$ cat src/sv/sht_ram.sv
// Generic single-port-write, single-port-read RAM with registered read data.
module sht_ram #(
    parameter int WIDTH = 8,
    parameter int DEPTH = 16
) (
    input  logic                     clk,
    input  logic                     we,
    input  logic [$clog2(DEPTH)-1:0] waddr,
    input  logic [WIDTH-1:0]         wdata,
    input  logic                     re,
    input  logic [$clog2(DEPTH)-1:0] raddr,
    output logic [WIDTH-1:0]         rdata
);
    logic [WIDTH-1:0] mem [DEPTH];
    logic [WIDTH-1:0] rdata_reg;

    always_ff @(posedge clk)
    begin
        if (we)
        begin
            mem[waddr] <= wdata;
        end
        if (re)
        begin
            rdata_reg <= mem[raddr];
        end
    end

    assign rdata = rdata_reg;
endmodule

$ cat config.mk
export PLATFORM = sky130hd
export DESIGN_NAME = sht_ram
export DESIGN_NICKNAME = d
export VERILOG_FILES = /design/src/sv/sht_ram.sv
export SDC_FILE = /design/constraint.sdc
export NUM_CORES = 1
export LEC_CHECK = 0
export BUFFER_PORTS_ARGS = -buffer_cell sky130_fd_sc_hd__buf_2
export CAP_MARGIN = 20
export CORE_UTILIZATION = 30
export DETAILED_ROUTE_END_ITERATION = 16
export PLACE_DENSITY = 0.52
export SLEW_MARGIN = 20
export SYNTH_ARGS = -nofsm -noshare
export SYNTH_HDL_FRONTEND = slang
export SYNTH_SLANG_ARGS = --single-unit
export TNS_END_PERCENT = 20
$ cat constraint.sdc
create_clock -name clk -period 4.5 [get_ports clk]
set_input_delay 0 -clock clk [delete_from_list [all_inputs] [get_ports clk]]
set_output_delay 0 -clock clk [all_outputs]
set_load 0.01 [all_outputs]
Word-level counts from Yosys, hierarchy flattened
Memory sizes are Yosys's and may differ from the RTL's. A register that Yosys moved wholly into a read port is not among the register bits.
Index checks and enable logic that the tools add are counted.
{"block": "op_classes", "eq_ne": 0, "bitwise_logic": 0, "div_mod_pow": 0, "n_addsub": 0, "n_reduce_logical": 0, "n_lt_le_gt_ge": 0, "mux": 2, "shifts": 0, "multipliers": 0}
{"cell": "2-to-1 mux 1 bit", "count": 2}
{"block": "word_totals", "latchBits": 0, "out_inout_bits": 8, "ramBits": 128, "wordCells": 3, "ff_bits": 0, "rom_bits": 0, "n_memories": 1, "in_bits": 19}
{"name": "mem", "words": 16, "word_bits": 8, "read_ports": 1, "rd_ports_with_merged_regs": 1, "write_ports": 1, "line_no": "14", "text": "logic [WIDTH-1:0] mem [DEPTH];"}

Logic depth before layout (Yosys ltp)
Gate-level depths: netlist (run 1).
{"block": "depth", "ltp_word": 2, "mapped_depth": 5, "depth_no_buf": 3}

Least setup slack after synthesis (run 1)
Ideal clock, no wire load.
{"block": "synth_timing", "path_kind": "input port to flip-flop", "start": "input waddr[2]", "end": "memory mem[0][0] (enable)", "cell_stages": 2, "n_path_buf": 0, "slack_ns": 3.007, "arrival_ns": 1.110, "required_ns": 4.117, "cell_sequence": "or3b_2 nor3_1"}
{"element": "start: declaration", "line_no": "8", "text": "input logic [$clog2(DEPTH)-1:0] waddr,"}
{"element": "end: declaration", "line_no": "14"}
No word-level cell before the write port.

==> results.json, run 1 <==
{
  "final-max-slew-violation-count": 0,
  "place_hpwl_um": 6370,
  "drtIter0Drc": 233,
  "p_leak_nw": 2.02,
  "finalCritPeriodShare_pct": 34.6,
  "tns_ns": 0,
  "ir_worst_vdd_v": 0.000267,
  "slew_headroom_pct": 31.7,
  "cp_max_fo": 1,
  "drc_errors": 0,
  "path_clk_slew_ns": 0.05,
  "netlist_area_mm2": 0.00523,
  "ys_ff_latch": 136,
  "ant_nets": 0,
  "status": "complete, no violations",
  "setup_viol": 0,
  "grt_max_degree": 33,
  "finalHoldViolCount": 0,
  "worst_pin_slew_ns": 1.02,
  "wl_um": 10200,
  "yosysUniqueCellTypes": 18,
  "grt.total_usage_pct": 12.6,
  "drive_gt1_share_pct": 24.1,
  "yosysWarnings": 0,
  "fmax_mhz": 642,
  "die_w_um": 134,
  "grt_pass1_wl_um": 15400,
  "finalNonFillerCells": 506,
  "cts_root_buf": "clkbuf_16",
  "fin_skew_ns": 0.00635,
  "cap_viol_max_count": 0,
  "cts_tree": "built",
  "fp.dieH_um": 134,
  "met3WireLength_um": 413,
  "ioPinCount": 27,
  "top_layer": "met4",
  "numCtsBuffers": 17,
  "largest_reg_flops": 128,
  "required_ns": 4.64,
  "min-delay-path-class": "in -> reg",
  "min_from": "waddr[0]",
  "r2r_start": "mem[9][5]",
  "period_needed_ns": 1.56,
  "crit_path_end_kind": "flop",
  "rsz0062_at_grt": "no",
  "rows": 47,
  "path_class": "reg -> reg",
  "grt_pass1_vias": 2532,
  "clock_sinks": 136,
  "final_cell_mix": "edfxtp_1, buf_2, mux4_2",
  "fin_nets": 295,
  "via_per_inst": 4.83,
  "antenna_found_initial": 0,
  "synth_fp_nets": 248,
  "power.density_mw_per_mm2": 453,
  "yosysSeqAreaShare_pct": 78.1,
  "initial_utilization_pct": 31.1,
  "cts_max_level": 4,
  "swShare_pct": 18.9,
  "drt-pass1-iter-count": 4,
  "area_growth_pct": 18.5,
  "worstPathArrival_ns": 1.70,
  "dieArea_mm2": 0.0180,
  "globalplace.congestion": 0.655,
  "rr_worst_depth": 3,
  "power_w": 0.00281,
  "grt-ovfl-total": 0,
  "syn_inst": 229,
  "avgRoutedWirePerCell_um": 20.2,
  "clock_path_buffers": 2,
  "holdPathEnd": "mem[4][7]",
  "seqPwrFrac_pct": 51.2,
  "avgSynthCellArea_um2": 22.8,
  "portBuffers": 26,
  "num_vias": 2443,
  "hold_path_depth": 2,
  "core_area_mm2": 0.0168,
  "cellInternalPower_w": 0.00228,
  "pwr-share-clk_pct": 44.2,
  "clk_latency_ns": 0.41,
  "antenna_cells": 0,
  "worstSetupStartpointType": "flop",
  "dp_cells": 468,
  "reg2reg_to": "rdata[5]",
  "wl_met1_um": 4780,
  "cts_setup_buffers": 0,
  "nFillCells": 1563,
  "layout_commonest_cell": "edfxtp_1",
  "power_frac_comb_pct": 4.6,
  "whs_ns": 0.0956,
  "dr_wl_met2_um": 4890,
  "r2r_slack_ns": 2.94,
  "power_switching_w": 0.000531
}
[critical path, cell delays in order (launching register included)]
cell	delay [ns]
edfxtp_1	0.38
mux4_1	0.51
a22oi_1	0.30
nand2_1	0.11
[per-layer routing]
layer	vias up	track usage [%]
li1	1074	-
met1	1297	17.0
met2	60	19.1
met3	12	3.63
met4	0	4.99
met5	-	0
[through the flow]
step / worst slack (ns) / instance area (µm²) / util [%]
after detailed placement: 2.23 / 5570 / 33.1
after floorplan: 3.01 / 5230 / -
after CTS: 2.68 / 6190 / 36.8
final: 2.94 / 6190 / 36.8
after global placement: 2.26 / 5570 / 33.1
after global routing: 2.91 / 6190 / 36.8
[logic make-up (layout without fill, tap and decap cells)]
logic type	after synthesis	after routing	share of synthesized area (%)
and+or+nand+nor	35	35	3.14
DFF	136	136	78.1
buffers and inverters	10	67	1.65
muxes	32	32	14.8
AOI/OAI and AO/OA	16	16	2.30
[layout make-up]
cell class / count / area (µm²) / area share [%]
clock inverters: 8 / 82.6 / 1.33
repair buffers: 38 / 245 / 3.96
clock buffers: 21 / 440 / 7.11
flip-flops and latches: 136 / 4080 / 66.0
well taps: 220 / 275 / 4.45
multi-input cells: 83 / 1060 / 17.2
[synth_stat cells]
library cell / instances / share of area (%)
mux4_1: 14 / 7.0
nor2_1: 13 / 0.93
nor2b_1: 1 / 0.12
buf_4: 1 / 0.14
or3b_2: 1 / 0.17
nand3b_1: 2 / 0.29
nand3_1: 1 / 0.096
nand2_1: 9 / 0.65
mux4_2: 18 / 7.8
nor3_1: 4 / 0.38
and2b_1: 1 / 0.14
edfxtp_1: 136 / 78
buf_2: 3 / 0.29
a22oi_1: 16 / 2.3
and2_1: 1 / 0.12
buf_6: 3 / 0.65
clkdlybuf4s25_2: 3 / 0.57
nand2b_1: 2 / 0.24
[power by group through the flow]
| stage | clock, W | sequential [W] | combinational (W) |
|---|---|---|---|
| CTS | 0.00127 | 0.00144 | 0.000134 |
| global route | 0.00132 | 0.00144 | 0.000144 |
| floorplan | 0 | 0.00146 | 0.0000720 |
| detailed placement | 0 | 0.00146 | 0.000128 |
| global placement | 0 | 0.00146 | 0.000126 |
| finish | 0.00124 | 0.00144 | 0.000130 |
[worst max-delay path by stage]
stage	start	to	slack, ns	cells past startpoint
floorplan	waddr[2]	mem[0][0]	3.01	2
global placement	raddr[0]	rdata[5]	2.26	4
detailed placement	raddr[0]	rdata[2]	2.23	4
CTS	raddr[0]	rdata[2]	2.68	4
global route	mem[9][5]	rdata[5]	2.91	3
finish	mem[9][5]	rdata[5]	2.94	3
[timing repair]
item / 4_1_cts / 5_1_grt
gates resized for setup: 0 / 0
endpoints found under the hold margin: 136 / 0
hold buffers: 9 / 0
Power figures use the tool's default switching activity.
==> inputs of run 2 (changes only) <==
PLACE_DENSITY = 0.53   (was 0.52)
clock period = 1.3 ns   (was 4.5 ns; I/O delays follow)
==> run 2 against run 1 <==
  * The flow now finishes with violations (setup timing)
  * Combinational power grew to 4.1 times the previous value
  * Register-to-register slack lost 3.1 ns
  * Critical endpoint is now rdata[1]
  * Wire length grew 3.2%
  * Largest cell class unchanged
  * Flip-flop and latch count is the same
  * Critical path depth is the same
==> results.json, run 2 (synthesis gave the netlist of run 1 again) <==
{
  "worstSetupStartpointType": "flop",
  "antenna_found_initial": 0,
  "via_per_inst": 4.71,
  "grt-ovfl-total": 0,
  "power.density_mw_per_mm2": 1650,
  "seq_area_mm2": 0.00408,
  "crit_path_cell_trace": "mux4_2 -> a22oi_2 -> nand2_1",
  "fp.dieH_um": 134,
  "wl_um": 10500,
  "area_growth_pct": 25.7,
  "wl_met1_um": 4940,
  "met3WireLength_um": 475,
  "cts_tree": "built",
  "violations": "setup timing",
  "fin_nets": 319,
  "ioPinCount": 27,
  "utilization_pct": 39.1,
  "cts_setup_buffers": 0,
  "p_leak_nw": 2.19,
  "cpPeakStageDelay_ns": 0.48,
  "min-delay-path-class": "in -> reg",
  "path_clk_slew_ns": 0.06,
  "drc_errors": 0,
  "initial_utilization_pct": 31.1,
  "multiInputGateArea_mm2": 0.00107,
  "antenna_cells": 0,
  "grt_pass1_vias": 2680,
  "finalCritPeriodShare_pct": 109,
  "globalplace.congestion": 0.684,
  "ant_nets": 0,
  "clock_path_buffers": 2,
  "tns_ns": -0.623,
  "required_ns": 1.45,
  "drtIter0Drc": 262,
  "clock_sinks": 136,
  "drt-pass1-iter-count": 4,
  "worstPathArrival_ns": 1.57,
  "rows": 47,
  "grt_pass1_wl_um": 16100,
  "final_cell_mix": "edfxtp_1, mux4_2, buf_2",
  "setup_ws_ns": -0.122,
  "status": "finished, violations left",
  "drive_gt1_share_pct": 39.1,
  "clk_latency_ns": 0.41,
  "period_needed_ns": 1.42,
  "top_layer": "met4",
  "cp_slowest_cell": "mux4_2",
  "cts_root_buf": "clkbuf_16",
  "core_area_mm2": 0.0168,
  "grt.total_usage_pct": 12.9,
  "whs_ns": 0.155,
  "slew_headroom_pct": 36.0,
  "rsz0062_at_grt": "yes",
  "final-max-slew-violation-count": 0,
  "worst_pin_slew_ns": 0.956,
  "numCtsBuffers": 17,
  "grt_max_degree": 23,
  "finalHoldViolCount": 0,
  "cp_max_fo": 1,
  "cap_viol_max_count": 0,
  "fmax_mhz": 703,
  "ir_worst_vdd_v": 0.000836,
  "nFillCells": 1536,
  "num_vias": 2504,
  "largest_reg_flops": 128,
  "fin_skew_ns": 0.00729,
  "portBuffers": 26,
  "layout_commonest_cell": "edfxtp_1",
  "setup_viol": 8,
  "crit_path_end_kind": "flop",
  "path_class": "reg -> reg",
  "avgRoutedWirePerCell_um": 19.8,
  "dieArea_mm2": 0.0180,
  "dr_wl_met2_um": 4980,
  "die_w_um": 134,
  "place_hpwl_um": 6740,
  "cts_max_level": 4
}
[run 2: changes by cell type in the layout (fill, tap and decap cells not counted), moves of 2 or more]
cell / previous run / this run
a22oi_2: 0 / 8
buf_12: 0 / 5
bufinv_16: 2 / 6
a22oi_1: 16 / 8
clkinvlp_4: 0 / 2
mux4_2: 18 / 28
mux4_1: 14 / 4
clkinv_4: 0 / 2
clkinv_2: 0 / 3
buf_4: 4 / 22
clkinv_1: 6 / 0
clkbuf_1: 4 / 1
[run 2: final timing paths]
kind | startpoint | to | slack [ns] | cells past startpoint
max | mem[2][1] | rdata[1] | -0.12 | 3
min | waddr[0] | mem[0][5] | 0.15 | 3
max reg2reg | mem[2][1] | rdata[1] | -0.12 | 3
min reg2reg | mem[8][2] | rdata[2] | 0.76 | 3
[run 2: layout make-up]
type	instances	share of cell area (%)
sequential	136	62.2
multi-input combinational	83	16.2
tap	220	4.19
clock buffer	18	6.53
clock inverter	13	3.47
timing repair buffer	62	7.39
[run 2: timing repair]
action                                 in CTS  in global routing
pin swaps                                   9                  5
setup endpoints to repair                   8                  8
endpoints found under the hold margin     136                  0
cloned                                      0                  0
hold buffers                                9                  0
gates resized for setup                    17                  2
[run 2: layer usage]
metal	global-route usage [%]	up-vias
met5	0	-
met4	5.74	0
met3	3.63	10
met2	19.1	67
met1	17.7	1314
li1	-	1113
[run 2: critical path, delay by kind of cell (launching register included)]
kind / cells / cell delay (ns)
simple gates: 1 / 0.08
flops: 1 / 0.38
compound gates: 1 / 0.22
mux: 1 / 0.48
[run 2: through the flow]
step	instances	cell area, µm²	worst slack [ns]	total power (W)
2_1_floorplan	229	5230	-0.0114	0.00531
3_3_place_gp	492	5820	-0.302	0.00556
3_5_place_dp	492	5820	-0.315	0.00556
4_1_cts	532	6570	-0.118	0.0109
5_1_grt	532	6570	-0.187	0.0111
6_report	532	6570	-0.122	0.0108
[run 2: power breakdown]
| part | internal, W | switching [W] |
|---|---|---|
| combinational | 0.000250 | 0.000287 |
| clock | 0.00358 | 0.00173 |
| sequential | 0.00494 | 0.0000283 |
| total | 0.00877 | 0.00204 |
