===== src/sv/sht_pkg.sv =====
// Package with types, constants and codes of the string key hash table.
package sht_pkg;
    localparam int TABLE_SIZE_DEF = 1024;
    localparam int KEY_CHARS_DEF  = 15;
    localparam int TYPE_CHARS     = 9;
    localparam int SLOT_W         = 10;
    localparam logic [63:0] HASH_SEED = 64'd5381;

    localparam logic [1:0] STATUS_OK        = 2'd0;
    localparam logic [1:0] STATUS_NOT_FOUND = 2'd1;
    localparam logic [1:0] STATUS_FULL      = 2'd2;

    localparam logic OP_SEARCH = 1'b0;
    localparam logic OP_INSERT = 1'b1;

    typedef enum logic [2:0] {
        ST_CLEAR,
        ST_IDLE,
        ST_HASH,
        ST_READ,
        ST_CHECK,
        ST_DONE
    } state_t;

    typedef struct packed {
        logic [7:0]  type_high;
        logic [63:0] type_low;
        logic [55:0] key_high;
        logic [63:0] key_low;
        logic        occupied;
    } entry_t;

    typedef struct packed {
        logic [7:0]  found_type_high;
        logic [63:0] found_type_low;
        logic [9:0]  slot_index;
        logic [1:0]  status;
    } result_t;
endpackage


===== src/sv/sht_hash.sv =====
// Key trimming and serial hash unit, one character per cycle.
module sht_hash #(
    parameter int TABLE_SIZE = sht_pkg::TABLE_SIZE_DEF,
    parameter int KEY_CHARS  = sht_pkg::KEY_CHARS_DEF
) (
    input  logic                          clk,
    input  logic                          rst_n,
    input  logic                          start,
    input  logic [119:0]                  key_in,
    output logic [119:0]                  key,
    output logic                          done,
    output logic [$clog2(TABLE_SIZE)-1:0] hash
);
    import sht_pkg::*;

    localparam int HW = $clog2(TABLE_SIZE);
    localparam int WW = HW + 9;

    logic [119:0]  key_reg, key_next, key_canon;
    logic [HW-1:0] hash_reg, hash_next;
    logic [3:0]    cnt_reg, cnt_next;
    logic          run_reg, run_next;
    logic [127:0]  key_pad;
    logic [7:0]    chr;
    logic [WW-1:0] mix;

    // Bytes after the first zero or past the length limit are cleared.
    always_comb
    begin
        logic keep;
        keep = 1'b1;
        key_canon = '0;
        for (int b = 0; b < 15; b++)
        begin
            keep = keep && (key_in[8*b +: 8] != 8'h00) && (b < KEY_CHARS);
            if (keep)
            begin
                key_canon[8*b +: 8] = key_in[8*b +: 8];
            end
        end
    end

    assign key_pad = {8'h00, key_reg};
    assign chr     = key_pad[{cnt_reg, 3'b000} +: 8];
    assign mix     = (WW'(hash_reg) << 4) + WW'(hash_reg) + WW'(chr);
    assign done    = run_reg && (chr == 8'h00);

    always_comb
    begin
        key_next  = key_reg;
        hash_next = hash_reg;
        cnt_next  = cnt_reg;
        run_next  = run_reg;
        if (start)
        begin
            key_next  = key_canon;
            hash_next = HASH_SEED[HW-1:0];
            cnt_next  = '0;
            run_next  = 1'b1;
        end
        else if (run_reg)
        begin
            if (chr == 8'h00)
            begin
                run_next = 1'b0;
            end
            else
            begin
                hash_next = mix[HW-1:0];
                cnt_next  = cnt_reg + 4'd1;
            end
        end
    end

    always_ff @(posedge clk or negedge rst_n)
    begin
        if (!rst_n)
        begin
            run_reg <= 1'b0;
            cnt_reg <= '0;
        end
        else
        begin
            run_reg <= run_next;
            cnt_reg <= cnt_next;
        end
    end

    always_ff @(posedge clk)
    begin
        key_reg  <= key_next;
        hash_reg <= hash_next;
    end

    assign key  = key_reg;
    assign hash = hash_reg;
endmodule


===== config.mk =====
export PLATFORM = sky130hd
export DESIGN_NAME = sht_hash
export DESIGN_NICKNAME = d
export VERILOG_FILES = /design/src/sv/sht_pkg.sv /design/src/sv/sht_hash.sv
export SDC_FILE = /design/constraint.sdc
export NUM_CORES = 1
export LEC_CHECK = 0
export BUFFER_PORTS_ARGS = -buffer_cell sky130_fd_sc_hd__buf_2
export CORE_MARGIN = 8
export CORE_UTILIZATION = 50
export CTS_CLUSTER_SIZE = 28
export DETAILED_ROUTE_END_ITERATION = 7
export PLACE_DENSITY = 0.81
export SETUP_SLACK_MARGIN = 0.05
export SLEW_MARGIN = 30
export SYNTH_ARGS = -nofsm -noshare
export SYNTH_HDL_FRONTEND = slang
export SYNTH_SLANG_ARGS = --single-unit

===== constraint.sdc =====
create_clock -name clk -period 5.4 [get_ports clk]
set_input_delay 0.27 -clock clk [delete_from_list [all_inputs] [get_ports clk]]
set_output_delay 0.27 -clock clk [all_outputs]
set_load 0.02 [all_outputs]

-- Word level (Yosys, flattened, before mapping)
Index checks and enable logic that the tools add are counted.
- register bits: 135
- latch bits: 0
- bits in writable memories: 0
- bits in read-only memories: 0
- bits of input ports: 123
- memories kept: 0
- add/subtract/negate cells: 3
- multiply operators: 0
- divide/modulo/power cells: 0
- $lt $le $gt $ge: 0
- equal/unequal tests: 1
- shift operators: 1
- mux-type cells: 6
- bitwise logic cells: 1
- reductions and logical operators: 34
- operators with widths (cell ; number):
    indexed part select 128 x 8 -> 8 bit ; 1
    nonzero test 8 bit ; 15
    logical AND 1 bit ; 15
    two-way mux 4 bit ; 3
    adder 10 bit ; 1
    adder 10 x 8 -> 10 bit ; 1
    logical NOT 8 bit ; 1
    adder 4 x 1 -> 4 bit (second input constant) ; 1
    AND reduction 2 bit ; 2
    two-way mux 1 bit ; 3
    inequality test 2 bit (second input constant) ; 1
    nonzero test 2 bit ; 1
    NOT 1 bit ; 1

-- Longest topological paths before layout
Gate-level depths: netlist of run 1.
- word-level depth: 15
- gate-level depth with buffers: 18
- mapped depth without buffers: 14

-- Worst setup path before layout of run 1
OpenSTA, ideal clock, no wires.
- path kind: register to register
- start point: register cnt_reg[0]
- end point: register hash_reg[9], in the netlist hash[9]
- arrival: 3866 ps
- slack: 1463 ps
- stages on the path, launching flop included: 18
- buffers on the path: 3
- cells stage by stage: dfrtp_1 > buf_6 > buf_8 > buf_4 > mux4_2 > nor2_1 > a2bb2oi_1 > inv_1 > ha_1 > ha_1 > fa_1 > a21o_1 > a211oi_1 > nor2_1 > o41ai_1 > xnor2_1 > or3_1 > a21oi_1
- longest elaborated chain between the ends: 4
- RTL lines (what ; RTL line ; RTL):
    start: declaration ; sht_hash.sv:21 ; logic [3:0] cnt_reg, cnt_next;
    start signal: assignment ; sht_hash.sv:85 ; cnt_reg <= cnt_next;
    indexed part select 128 x 8 -> 8 bit * ; sht_hash.sv:44 ; assign chr = key_pad[{cnt_reg, 3'b000} +: 8];
    branches (longest 3 deep; another with adder 10 x 8 -> 10 bit) ; - ;
    end signal: assignment ; sht_hash.sv:92 ; hash_reg <= hash_next;
    end: declaration ; sht_hash.sv:20 ; logic [HW-1:0] hash_reg, hash_next;
Every way passes the cells marked *.
A chain may end at the register's enable or synchronous reset.

-- Worst setup path in the final report of run 1
Ends and elaborated chain as after synthesis.

==> results.yml, run 1 <==
sta:
  finalHoldViolations: 0
  clock_skew_ns: 0.0109
  tightest_slew_ns: 0.917
  setup_viol: 0
  slew_headroom: 0.389
  tns_ns: 0
  period_share: 0.825
  slew_violations: 0
  fmaxAchievable_mhz: 225
  rsz0062_at_grt: "false"
  fin_crit_ns: 4.45
power:
  p_per_area_nw_per_um2: 424
  seqPwrFrac: 0.372
  sw_frac_of_total: 0.317
  pwr-share-clk: 0.324
  internal-power_mw: 2.53
  combinationalPowerShare: 0.304
  ir_drop_mv: 0.247
  p_sw_mw: 1.18
  total_power_mw: 3.71
  p_leak_nw: 3.60
final_layout:
  largest_reg_flops: 120
  fin_nets: 897
  seq_area_um2: 3930
  synthToLayoutAreaGrowth_pct: 29.6
  fillerInstances: 995
  multi_input_area_um2: 2630
  design_area_um2: 8740
  drive_gt1_frac: 0.413
  diodes: 0
synth:
  ys_top_cells_by_count: "edfxtp_1, and2_1, nor4_1"
  yosysTopAreaCellShare: 0.534
  ys_warn_count: 0
  async_flop_share: 0.0370
  ys_seq_area_frac: 0.583
  synth_area_um2: 6740
  synth_edf_count: 120
  avgSynthCellArea_um2: 13.3
  syn-num-nets: 649
  synth.area.top_cells: "edfxtp_1, and2_1, mux4_2, mux2i_1, dfxtp_1"
  synth_most_common_cell: "edfxtp_1"
  synthDistinctLibCells: 52
  synthFlopType: "edfxtp_1"
  synth_top_cell_by_area: "edfxtp_1"
  ys_seq_elements: 135
  synthCells: 507
detailed_routing:
  ant_nets: 0
  wire_per_inst_um: 22.4
  drt-total-wl_um: 21100
  firstDrtPassIters: 5
  drt_iter0_drc: 429
  avgViaCountPerCell: 5.56
  drc_errors: 0
  dr_total_vias: 5250
global_routing:
  grt_pass1_wl_um: 32300
  overflow: 0
  grt.total_usage: 0.242
  grt_pass1_vias: 5601
  grt_max_degree: 76
  antenna_found_initial: 0
critical_path:
  worstPathArrival_ns: 4.79
  startpoint_type: "flip-flop"
  r2r_slack_ns: 0.95
  cp_slowest_cell: "dfrtp_2"
  cp-end-kind: "flip-flop"
  slowest_delay_ns: 0.74
  r2r-start: "cnt_reg[0]"
  rr_worst_depth: 13
  cp_max_fo: 21
  path_delay_family: "compound AO/OA/AOI/OAI gates"
  cp.required_ns: 5.74
  worstReg2RegEnd: "hash[9]"
  path_cells: "buf_4 > mux4_2 > a22o_1 > a31oi_1 > inv_1 > fa_1 > ha_1 > a211oi_1 > nor2_1 > o41ai_1 > xnor2_1 > or3_1 > a21oi_1"
  crit_buf_inv: 2
  crit_type: "reg2reg"
floorplan:
  boundaryPins: 254
  dieHeight_um: 132
  die_w_um: 132
  coreArea_um2: 13200
  die_area_um2: 17500
  start_util: 0.511
  row_count: 42
clock_network:
  worstSkewPairLatency_ns: 0.42
  cts_tree: "built"
  max-clock-path-buffers: 2
  cts_buffers: 17
  htreeDepth: 4
  clockRootBuffer: "clkbuf_16"
  clock-sinks: 135
  clk_pin_slew_ns: 0.06
  cts_setup_buffers: 0
worst_hold_path:
  hp-class: "in2reg"
  hold_path_depth: 1
  min_from: "key_in[1]"
  holdPathEnd: "key[1]"
place:
  port_buffers: 253
  post-dp-hpwl_um: 16900
  gp_congestion: 0.914
  placed_area_um2: 8120
status:
  outcome: "finished, final reports clean"
job:
  cap_violations: 0
[worst register-to-register path: stages (launching register included)]
cell,delay [ns]
dfrtp_2,0.74
buf_4,0.41
mux4_2,0.55
a22o_1,0.25
a31oi_1,0.24
inv_1,0.09
fa_1,0.44
ha_1,0.34
a211oi_1,0.27
nor2_1,0.11
o41ai_1,0.32
xnor2_1,0.15
or3_1,0.31
a21oi_1,0.15
[layer usage]
metal  part of all wire  global-route usage  wire length (um)  vias up
met5                  0                   0                 0        -
met4              0.016              0.0759               344        0
met3              0.083              0.0789              1750       27
met2               0.51               0.416             10800      262
met1               0.39               0.279              8230     2551
li1                   -                   -                 -     2410
[worst max path at each step]
stage	from	to	cells past startpoint
after floorplan	cnt_reg[0]	hash[9]	17
after global placement	cnt_reg[0]	hash[9]	13
after detailed placement	cnt_reg[0]	hash[9]	13
after CTS	cnt_reg[0]	hash[9]	13
after global routing	cnt_reg[0]	hash[9]	13
final	cnt_reg[0]	hash[9]	13
[per-stage QoR]
step	setup slack, ns	hold WS (ns)	utilization	instances
floorplan	1.46	-0.0256	-	507
global placement	1.12	0.110	0.615	911
detailed placement	0.982	0.115	0.615	911
CTS	0.960	0.0241	0.662	944
global route	0.623	0.0213	0.663	944
finish	0.947	0.0360	0.663	944
[cells by family (layout without fill, tap and decap cells)]
logic type,Yosys count,after routing,synth area share
AOI/OAI and AO/OA,46,46,0.0531
buffers and inverters,40,301,0.0302
muxes,46,46,0.102
and+or+nand+nor,212,212,0.179
adders and majority gates,19,19,0.0408
xor gates and xnor gates,9,9,0.0117
DFF,135,135,0.583
[timing repair]
action | in CTS | in global routing
hold buffers | 1 | 0
endpoints found under the hold margin | 5 | 0
setup endpoints to repair | 0 | 0
resized for setup | 0 | 0
[power by group through the flow]
stage / Sequential [mW] / Clock [mW] / Combinational, mW
global route: 1.40 / 1.26 / 1.24
CTS: 1.38 / 1.21 / 1.13
global placement: 1.40 / 0 / 1.08
floorplan: 1.49 / 0 / 0.668
finish: 1.38 / 1.20 / 1.13
detailed placement: 1.40 / 0 / 1.12
[final cells by class]
cell class,instances,share of cell area
clock buffers,17,0.0487
clock inverters,15,0.0210
inverters,9,0.00386
multi-input cells,332,0.300
flip-flops and latches,135,0.450
well taps,176,0.0252
repair buffers,260,0.151
[cell usage in the layout (no fill, tap or decap), types with 7 or more instances in the layout]
cell type  count
mux2i_1       21
xnor2_1        8
a221oi_1       7
buf_2        252
ha_1          14
inv_1          7
nor2_1        28
nor3_1         7
mux2_2         8
edfxtp_1     120
dfxtp_1       10
a21oi_1        7
nand2_1       19
clkbuf_16     17
buf_4          7
and2_1       105
mux4_2        15
nor4_1        28
and3_1        10
a221o_1        8
Power figures use the tool's default switching activity.
==> run 2: changes to the inputs <==
Clock period 5.4 ns to 4.54 ns, I/O delays scaled along.
==> results.yml, run 2 (synthesized netlist as in run 1, its figures left out) <==
worst_hold_path:
  hold_path_depth: 1
  hp-class: "in2reg"
  min_from: "key_in[0]"
  holdPathEnd: "key[0]"
critical_path:
  path_delay_family: "compound AO/OA/AOI/OAI gates"
  crit_buf_inv: 2
  startpoint_type: "flip-flop"
  r2r-start: "cnt_reg[0]"
  cp_slowest_cell: "dfrtp_2"
  cp-end-kind: "flip-flop"
  cp.required_ns: 4.89
  cp_max_fo: 16
  path_cells: "buf_12 > mux4_2 > a22oi_1 > a21boi_0 > inv_1 > ha_1 > ha_1 > a21o_1 > a211oi_1 > nor2_1 > o41ai_1 > xnor2_1 > or3_1 > a21oi_1"
  rr_worst_depth: 14
  worstReg2RegEnd: "hash[9]"
  worstPathArrival_ns: 4.42
  slowest_delay_ns: 0.62
  crit_top_cell: "ha_1"
  r2r_slack_ns: 0.47
  crit_type: "reg2reg"
place:
  gp_congestion: 0.892
  post-dp-hpwl_um: 17400
  port_buffers: 253
  place_inst: 915
  placed_area_um2: 8160
clock_network:
  cts_buffers: 17
  clock-sinks: 135
  cts_setup_buffers: 0
  cts_tree: "built"
  hold_buffers: 7
  htreeDepth: 4
  clk_pin_slew_ns: 0.06
  max-clock-path-buffers: 2
  cts_resized: 0
  worstSkewPairLatency_ns: 0.43
  clockRootBuffer: "clkbuf_16"
power:
  total_power_mw: 4.37
  pwr-share-clk: 0.321
  combinationalPowerShare: 0.302
  internal-power_mw: 2.97
  sw_frac_of_total: 0.320
  ir_drop_mv: 0.281
  seqPwrFrac: 0.377
  p_leak_nw: 3.64
  p_sw_mw: 1.40
  p_per_area_nw_per_um2: 495
sta:
  tns_ns: 0
  finalHoldViolations: 0
  period_share: 0.897
  slew_violations: 0
  fmaxAchievable_mhz: 246
  tightest_slew_ns: 0.844
  setup_viol: 0
  rsz0062_at_grt: "false"
  fin_crit_ns: 4.07
  slew_headroom: 0.435
  clock_skew_ns: 0.0137
final_layout:
  layout_common_cells: "buf_2, edfxtp_1, and2_1, nor2_1, nor4_1"
  fillerInstances: 962
  diodes: 0
  final_util: 0.670
  final_cells: 954
  largest_reg_flops: 120
  fin_nets: 907
  multi_input_area_um2: 2620
  final_common_cell: "buf_2"
  drive_gt1_frac: 0.415
  synthToLayoutAreaGrowth_pct: 31.0
  design_area_um2: 8830
  seq_area_um2: 3930
detailed_routing:
  dr_wl_met2_um: 10900
  top_layer_used: "met4"
  firstDrtPassIters: 5
  wl_met1_um: 8140
  drt-total-wl_um: 21400
  wl_met3_um: 1970
  drt_iter0_drc: 508
  wire_per_inst_um: 22.4
  drc_errors: 0
  dr_total_vias: 5323
  ant_nets: 0
  avgViaCountPerCell: 5.58
job:
  cap_violations: 0
floorplan:
  die_area_um2: 17500
  coreArea_um2: 13200
  dieHeight_um: 132
  row_count: 42
  boundaryPins: 254
  die_w_um: 132
  start_util: 0.511
global_routing:
  grt.total_usage: 0.243
  grt_pass1_vias: 5691
  grt_pass1_wl_um: 32400
  antenna_found_initial: 0
  grt_max_degree: 49
  overflow: 0
status:
  outcome: "finished, final reports clean"
run 2: cell type report:
class / count / share of cell area
sequential: 135 / 0.445
multi-input combinational: 332 / 0.296
timing repair buffer: 270 / 0.161
clock buffer: 17 / 0.0482
tap: 176 / 0.0249
clock inverter: 15 / 0.0203
inverter: 9 / 0.00382
run 2: worst max path at each step:
stage                   end  startpoint  cells past startpoint
CTS                 hash[9]  cnt_reg[0]                     14
global route        hash[9]  cnt_reg[0]                     14
floorplan           hash[9]  cnt_reg[0]                     17
finish              hash[9]  cnt_reg[0]                     14
detailed placement  hash[9]  cnt_reg[0]                     14
global placement    hash[9]  cnt_reg[0]                     13
run 2: power groups by stage:
stage               Sequential (mW)  Clock, mW  Combinational (mW)
floorplan                      1.77          0               0.794
global placement               1.67          0                1.28
detailed placement             1.67          0                1.31
CTS                            1.65       1.41                1.32
global route                   1.66       1.46                1.45
finish                         1.65       1.40                1.32
run 2: metrics by stage:
step	worst slack (ns)	hold slack, ns
6_report	0.468	0.0196
3_5_place_dp	0.488	0.0652
5_1_grt	0.126	0.0100
3_3_place_gp	0.584	0.0648
2_1_floorplan	0.603	-0.0686
4_1_cts	0.457	0.0163
run 2: metal layers:
layer	track usage	vias to the layer above
li1	-	2431
met1	0.272	2560
met2	0.426	299
met3	0.0835	33
met4	0.0740	0
met5	0	-
